File: src/hdl/rss_pkg.sv
// ----------------------------------------------------------------------------
// rss_pkg: shared types and constants for the ray/sphere side and distance unit
// Widths of the fixed point datapath, register indexes and pipeline sideband.
// ----------------------------------------------------------------------------
package rss_pkg;

    localparam int POS_W   = 32;
    localparam int DIR_W   = 16;
    localparam int RAD_W   = 31;
    localparam int TOL_W   = 32;
    localparam int DIFF_W  = 33;
    localparam int SQ_W    = 66;
    localparam int PROD_W  = 48;
    localparam int SUM_W   = 68;
    localparam int K30_W   = 50;
    localparam int K_W     = 36;
    localparam int KK_W    = 72;
    localparam int QUAD_W  = 72;
    localparam int ROOT_W  = 36;
    localparam int REM_W   = 38;
    localparam int DIST_W  = 38;
    localparam int FRAC_SHIFT = 14;

    typedef enum logic [2:0] {
        REG_CENTER_X = 3'd0,
        REG_CENTER_Y = 3'd1,
        REG_CENTER_Z = 3'd2,
        REG_RADIUS   = 3'd3,
        REG_TOL      = 3'd4
    } reg_index_t;

    typedef struct packed {
        logic                  outside;
        logic                  on_case;
        logic                  c_neg;
        logic                  k30_neg;
        logic                  quad_neg;
        logic signed [K_W-1:0] k;
    } side_t;

endpackage

File: src/hdl/rss_root_step.sv
// ----------------------------------------------------------------------------
// rss_root_step: one registered digit of the integer square root
// Restoring root step: bring down two radicand bits, try root*4+1.
// ----------------------------------------------------------------------------
module rss_root_step
(
    input  logic                               clk,
    input  logic                               rst_n,
    input  logic                               advance,
    input  logic                               v_in,
    input  logic [rss_pkg::REM_W-1:0]          rem_in,
    input  logic [rss_pkg::ROOT_W-1:0]         root_in,
    input  logic [rss_pkg::QUAD_W-1:0]         q_in,
    input  rss_pkg::side_t                     side_in,
    output logic                               v_out,
    output logic [rss_pkg::REM_W-1:0]          rem_out,
    output logic [rss_pkg::ROOT_W-1:0]         root_out,
    output logic [rss_pkg::QUAD_W-1:0]         q_out,
    output rss_pkg::side_t                     side_out
);

    logic                              v_reg;
    logic [rss_pkg::REM_W-1:0]         rem_reg, rem_next;
    logic [rss_pkg::ROOT_W-1:0]        root_reg, root_next;
    logic [rss_pkg::QUAD_W-1:0]        q_reg;
    rss_pkg::side_t                    side_reg;
    logic [rss_pkg::REM_W+1:0]         rem_t, trial, diff;
    logic                              ge;

    always_comb
    begin
        rem_t     = {rem_in, q_in[rss_pkg::QUAD_W-1 -: 2]};
        trial     = {2'b00, root_in, 2'b01};
        ge        = rem_t >= trial;
        diff      = rem_t - trial;
        rem_next  = ge ? diff[rss_pkg::REM_W-1:0] : rem_t[rss_pkg::REM_W-1:0];
        root_next = {root_in[rss_pkg::ROOT_W-2:0], ge};
    end

    always_ff @(posedge clk or negedge rst_n)
    begin
        if (!rst_n)
        begin
            v_reg <= 1'b0;
        end
        else if (advance)
        begin
            v_reg <= v_in;
        end
    end

    always_ff @(posedge clk)
    begin
        if (advance)
        begin
            rem_reg  <= rem_next;
            root_reg <= root_next;
            q_reg    <= {q_in[rss_pkg::QUAD_W-3:0], 2'b00};
            side_reg <= side_in;
        end
    end

    assign v_out    = v_reg;
    assign rem_out  = rem_reg;
    assign root_out = root_reg;
    assign q_out    = q_reg;
    assign side_out = side_reg;

endmodule

File: config.mk
export PLATFORM = sky130hd
export DESIGN_NAME = rss_root_step
export DESIGN_NICKNAME = d
export VERILOG_FILES = /design/src/hdl/rss_pkg.sv /design/src/hdl/rss_root_step.sv
export SDC_FILE = /design/constraint.sdc
export NUM_CORES = 1
export LEC_CHECK = 0
export BUFFER_PORTS_ARGS = -buffer_cell sky130_fd_sc_hd__buf_2
export CORE_AREA = 2 2 148 150
export CTS_BUF_LIST = sky130_fd_sc_hd__clkbuf_8
export CTS_CLUSTER_DIAMETER = 150
export DETAILED_ROUTE_END_ITERATION = 8
export DIE_AREA = 0 0 150 152
export HOLD_SLACK_MARGIN = 0.12
export PLACE_DENSITY = 0.7
export SLEW_MARGIN = 25
export SYNTH_ARGS = -nofsm -noshare
export SYNTH_HDL_FRONTEND = slang
export SYNTH_SLANG_ARGS = --single-unit
export TNS_END_PERCENT = 50
File: constraint.sdc
create_clock -name clk -period 0.9 [get_ports clk]
set_clock_uncertainty 0.05 [all_clocks]
set_input_delay 0.09 -clock clk [delete_from_list [all_inputs] [get_ports clk]]
set_output_delay 0.09 -clock clk [all_outputs]
set_load 0.03 [all_outputs]
==> impl_results.md, run 1 <==
- Crit path kind: input pin to flip-flop
- Final instance area: roughly 16000 um2
- Fillers: 1225
- Register area: between 5000 and 6000 um2
- Core area: ~21000 um2
- Max H-tree Level: 4
- Largest net degree at the start of global routing: 53
- VDD IR max: 0.9420 mV
- Top cell by count, worst path: buf_12
- I/O Buffers: around 380
- TritonCTS clock tree: done
- Startpoint Class: input pin
- Final period util: 253.7%
- Synth Area in Simple Gates: under 10%
- Final Hold Fails: 5
- Failing checks: negative hold slack, negative setup slack
- Routed Antenna Nets: 0
- Initial antenna violation count: 8
- Worst Slack Setup Final: -1.383 ns
- Worst EP required: 1.08 ns
- Post-Place Worst Slack: -1.898 ns
- Compound-cell area share of the yosys netlist: 10.30%
- Crit Path Max Fanout: 6
- Mux cell area share after synthesis: between 5 and 6%
- Post-synthesis xor/xnor area fraction: slightly above 3%
- Area growth syn-to-layout: 91.84%
- EDFF count, synth: ~190
- Die width: roughly 150 um
- Crit path time final: 2.283 ns
- Cells after synthesis: just over 600
- Clock sink count: between 150 and 200
- Clock Latency Late Sink: ~0.47 ns
- Post-DR vias/cell: around 5.2
- HPWL after DPL: around 20000 um
- Cell Rows: between 50 and 60
- Synthesis Warnings: 0
- Clock root cell: clkbuf_8
- Wire per inst: 21.64 um
- Async SR Flop Fraction: 0.5376%
- Final setup viols: 225
- Post-synthesis sequential area ratio: between 60% and 70%
- Die Area: 22800 um2
- Fmax: roughly 0.44 GHz
- # DRC: 0
- GRT overflow: 0
- First-pass GRT wire length: approximately 50000 um
- Layout cells sized above 1: 52.25%
- LEAKAGE: roughly 7.2 nW
- Placed Area: around 12000 um2
- CTS max path bufs: 2
- Yosys reg bits: ~190
- Number of global-route vias before repair: 8982
- Final #Nets: roughly 1600
- Hold/Removal Path Class: input pin to flip-flop
- Hold_buf cts: between 150 and 200
- Power Density: 1603 nW/um2
- Critical-path cell list: buf_12 > inv_12 > ha_4 > and2_4 > a221oi_4 > nand2_1 > a31o_4 > a21oi_4 > a21oi_2 > o31a_4 > buf_12 > buf_12 > mux2_2
- Vias: approximately 8700
- Initial DRC count: 620
- Footprint of the multi-input gates: about 3200 um2
- Setup_tns: -106.47 ns
- Clk pin slew, worst setup/hold paths: 0.10 ns
- Router iterations before antenna repair: 6
- Placed Cells: between 1000 and 1500
- Finished Layout Cells: 1668
- Adder-cell share of the synthesized area: 5.569%
- Mean Syn Cell Area: 13.93 um2
- Crit. End Element: flip-flop
- RSZ-0062 raised after global routing: yes
- Initial core utilization: between 30% and 40%
- Final Max Tran Viols: 0
- Ys flop type: edfxtp_1
- Post-synthesis cell area: 8538 um2
- GRT Overall Usage: 28.85%
- WHS: -0.04288 ns
- Critical path's slowest cell: o31a_4
- Data arrival, critical path: between 2 and 2.5 ns
- Combinational family with the most area after synthesis: compound AO/OA/AOI/OAI gates
- Routed wire length: ~36000 um
- Die Height: ~150 um
- CTS buffer count: 17
- Io pins: about 380
- Placer Congestion: 0.8195
- Most frequent cells in the layout: buf_2, buf_6, edfxtp_1
- CP Buf/Inv Count: 4
- Post-synthesis cell type count: between 60 and 70
- Critical path's largest stage delay: roughly 0.4 ns
- Status: complete, but fails checks
- Top delay family on crit path: compound AO/OA/AOI/OAI gates
- # Max-Cap Violations: 0
- Commonest non-fill, non-tap cell in the layout: buf_2
-- power by group --
group	total [mW]	internal (mW)	switching, mW
sequential	11.0	10.6	0.480
clock	5.96	2.17	3.79
combinational	9.26	4.59	4.66
total	26.3	17.3	8.94
-- registers in the layout, summed over array words and instances (netlist names) --
| signal | cells |
|---|---|
| q_out | 70 |
| rem_out | 38 |
| root_out | 36 |
| side_out | 41 |
| v_out | 1 |
-- cells in the mapped netlist, types with 3 or more instances --
master      n  share of area (%)
xnor2_1    19                1.9
clkbuf_1   10               0.44
nand2_1    30                1.3
mux2i_1     3               0.35
nor2b_1     3               0.22
buf_2       4               0.23
nor2_1     24                1.1
o21ai_0    26                1.5
nor3_1     17                1.0
nand3_1    10               0.59
a21oi_1    43                2.5
a31oi_1     4               0.29
nand2b_1    7               0.51
mux2_4      6                1.1
mux2_2     30                4.0
and2_1      3               0.22
inv_1      48                2.1
and3_1      3               0.22
o31ai_1     5               0.44
ha_1       38                5.6
o211ai_1    3               0.26
a211oi_1    4               0.35
o21a_1      3               0.26
edfxtp_1  185                 65
o21bai_1    6               0.53
xor2_1     11                1.1
nand4_1     8               0.59
a21o_1     16                1.4
-- cell families after synthesis --
kind of cell	Yosys count
AO/OA/AOI/OAI	134
adder cells (fa/ha/maj)	38
XOR/XNOR	30
multiplexers	39
flip-flops	186
other	1
buffers and inverters	66
AND/OR/NAND/NOR	119
-- what timing repair did --
action                                  in CTS  in global routing
pin swaps                                   11                 24
buffers inserted                             7                  7
gates cloned                                 1                  2
resized for setup                          389                 83
endpoints found under the hold margin      345                129
endpoints found under the setup margin     225                226
-- stage by stage --
step	power [mW]	utilization [%]
global route	27.08	76.72
floorplan	14.68	-
finish	26.26	76.72
CTS	25.38	74.31
global placement	17.49	57.27
detailed placement	17.60	57.27
-- final timing paths --
check                      startpoint     endpoint  slack, ns  cells past startpoint
max in group asynchronous       rst_n        v_out       0.28                      3
hold / removal                advance     q_out[6]      -0.04                      2
setup / recovery           root_in[3]  rem_out[26]      -1.38                     13
min in group asynchronous       rst_n        v_out       0.42                      3
hold reg to reg                 v_out        v_out       0.52                      1
setup reg to reg                v_out        v_out       0.07                      1
-- layer usage --
layer / up-vias / global-route usage (%) / share of wire, %
li1: 3831 / - / -
met1: 4153 / 29.76 / 33
met2: 524 / 52.51 / 53
met3: 182 / 6.517 / 7.4
met4: 0 / 17.25 / 6.5
met5: - / 0 / 0
-- cell type report --
type | count | share of cell area [%]
Clock inverter | 15 | 1.123
Clock buffer | 17 | 1.428
Multi-Input combinational cell | 362 | 19.81
Inverter | 48 | 1.222
Sequential cell | 186 | 34.07
Tap cell | 280 | 2.139
Antenna cell | 8 | 0.1222
Timing Repair Buffer | 752 | 40.09
Note: power is estimated with default switching activity, not from simulation.
==> run 2, diff against run 1 <==
--- a/config.mk
+++ b/config.mk
@@ -13,8 +13,9 @@
 export DIE_AREA = 0 0 150 152
 export HOLD_SLACK_MARGIN = 0.12
 export PLACE_DENSITY = 0.7
+export SETUP_SLACK_MARGIN = 0.02
 export SLEW_MARGIN = 25
 export SYNTH_ARGS = -nofsm -noshare
 export SYNTH_HDL_FRONTEND = slang
 export SYNTH_SLANG_ARGS = --single-unit
-export TNS_END_PERCENT = 50
+export TNS_END_PERCENT = 10
==> impl_results.md, run 2 (synthesized netlist as in run 1, its figures left out) <==
- Wire per inst: 20.67 um (-4.5%)
- WHS: -0.01185 ns (+0.03102 ns)
- Worst EP required: 1.07 ns (about the same)
- Routed Antenna Nets: 0 (unchanged)
- Max H-tree Level: 4 (unchanged)
- RSZ-0062 raised after global routing: yes
- GRT overflow: 0 (unchanged)
- Critical path's largest stage delay: 0.39 ns (about the same)
- Die Height: 152 um (unchanged)
- Router iterations before antenna repair: 5 (-1)
- Crit path time final: 2.232 ns (-0.05119 ns)
- First-pass GRT wire length: 50290 um (+1.2%)
- Startpoint Class: input pin
- CP Buf/Inv Count: 4 (unchanged)
- Critical Path Stages: 13 (unchanged)
- Cell Rows: 54 (unchanged)
- Status: complete, but fails checks
- Final Core Density: 75.25% (-1.5 points)
- Finished Layout Cells: 1649 (-1.1%)
- CP endpoint: rem_out[26]
- Most frequent cells in the layout: buf_6, edfxtp_1, dlygate4sd3_1, buf_2, buf_4
- Clock Latency Late Sink: 0.48 ns (about the same)
- Hold/Removal Path Class: input pin to flip-flop
- # Max-Cap Violations: 0 (unchanged)
- Core area: 21350 um2 (unchanged)
- TritonCTS clock tree: done
- Area growth syn-to-layout: 88.16%
- Number of global-route vias before repair: 8886 (-1.1%)
- Critical-path cell list: buf_8 > inv_6 > ha_4 > a21oi_2 > o21ai_2 > o41ai_2 > o21ai_1 > buf_4 > o211ai_1 > a21oi_2 > o31a_4 > buf_16 > mux2_4
- Layout cells sized above 1: 50.73% (-1.5 points)
- Largest net degree at the start of global routing: 53 (unchanged)
- HPWL after DPL: 20220 um (+0.52%)
- Reg2reg start: v_out
- Crit. End Element: flip-flop
- Commonest non-fill, non-tap cell in the layout: buf_6
- Final Max Tran Viols: 0 (unchanged)
- Final period util: 248.0% (-5.7 points)
- Worst Slack Setup Final: -1.332 ns (+0.05119 ns)
- Placed Cells: 1407 (-1.5%)
- Initial DRC count: 537 (-13%)
- Fillers: 1291 (+5.4%)
- LEAKAGE: 7.016 nW (-2.0%)
- FF-to-FF End: v_out
- GRT Overall Usage: 28.90% (+0.051 points)
- Final Hold Fails: 2 (-3)
- Max reg flops: 70 (unchanged)
- M1 wire length: 12330 um (+2.2%)
- Failing checks: negative hold slack, negative setup slack
- CTS max path bufs: 2 (unchanged)
- Crit path kind: input pin to flip-flop
- Routed wl met2: 18000 um (-5.2%)
- Top delay family on crit path: compound AO/OA/AOI/OAI gates
- Crit Path Max Fanout: 7 (+1)
- I/O Buffers: 376 (unchanged)
- Clock sink count: 186 (unchanged)
- Die Area: 22800 um2 (unchanged)
- Final #Nets: 1580 (-1.0%)
- Setup_tns: -101.95 ns (+4.526 ns)
- Data arrival, critical path: 2.40 ns (-0.06 ns)
- Initial core utilization: 39.99% (unchanged)
- Die width: 150 um (unchanged)
- Vias: 8368 (-3.7%)
- Reg2Reg Depth: 1 (unchanged)
- Top cell by count, worst path: a21oi_2
- Placer Congestion: 0.8453 (+3.1%)
- Post-DR vias/cell: 5.075 (-2.6%)
- DR top layer: met4
- Initial antenna violation count: 5 (-3)
- CTS buffer count: 17 (unchanged)
- Critical path's slowest cell: o31a_4
- Power Density: 1602 nW/um2 (about the same)
- Clk pin slew, worst setup/hold paths: 0.11 ns (about the same)
- Io pins: 379 (unchanged)
- Fmax: 0.4481 GHz (+2.3%)
- Worst Setup SP: root_in[23]
- Met3 wire len: 2356 um (-12%)
- Register-to-Register Setup Slack: 0.06 ns (about the same)
- Routed wire length: 34090 um (-5.6%)
- VDD IR max: 1.128 mV (+20%)
- Final setup viols: 229 (+1.8%)
- # DRC: 0 (unchanged)
- Clock root cell: clkbuf_8
run 2: where the power goes:
part           internal (mW)  total (mW)  switching [mW]
clock                   2.10        5.72            3.63
combinational           4.46        8.98            4.53
sequential              10.6        11.0           0.471
total                   17.1        25.7            8.62
run 2: worst min-delay path by stage:
stage	from	end	slack, ns	depth (start not counted)
6_report	rem_in[33]	rem_out[35]	-0.01	3
5_1_grt	rem_in[33]	rem_out[35]	-0.03	3
4_1_cts	rem_in[33]	rem_out[35]	-0.06	3
3_5_place_dp	rst_n	v_out	-0.18	1
3_3_place_gp	rst_n	v_out	-0.18	1
2_1_floorplan	rst_n	v_out	-0.26	0
run 2: final cells by class:
cell class	count	area, um2	area share, %
repair buffers	736	6371	39.66
flip-flops and latches	186	5580	34.74
multi-input cells	362	3163	19.69
well taps	280	350.3	2.181
clock buffers	17	234.0	1.456
inverters	48	200.2	1.246
clock inverters	15	153.9	0.9579
diodes	5	12.51	0.07788
run 2: worst min-delay path, cell delays in order:
cell and delay (ns):
buf_2 0.09, buf_4 0.10, mux2_4 0.13
run 2: timing repair:
item	in CTS	in global routing
gates resized for setup	437	41
hold buffers	184	1
endpoints found under the setup margin	225	226
gates cloned	2	0
setup buffers	13	5
endpoints found under the hold margin	371	126
pin swaps	16	11
run 2: per-stage QoR:
stage,setup slack [ns],power (mW),area (um2)
global placement,-1.890,17.36,12000
finish,-1.332,25.74,16070
global route,-1.412,26.56,16070
CTS,-1.244,25.18,15830
detailed placement,-1.965,17.48,12000
floorplan,-1.686,14.68,8637
run 2: per-layer routing:
layer	vias up	GRT usage, %
met2	451	52.36
met3	106	5.856
met4	0	12.76
li1	3798	-
met1	4013	32.49
met5	-	0
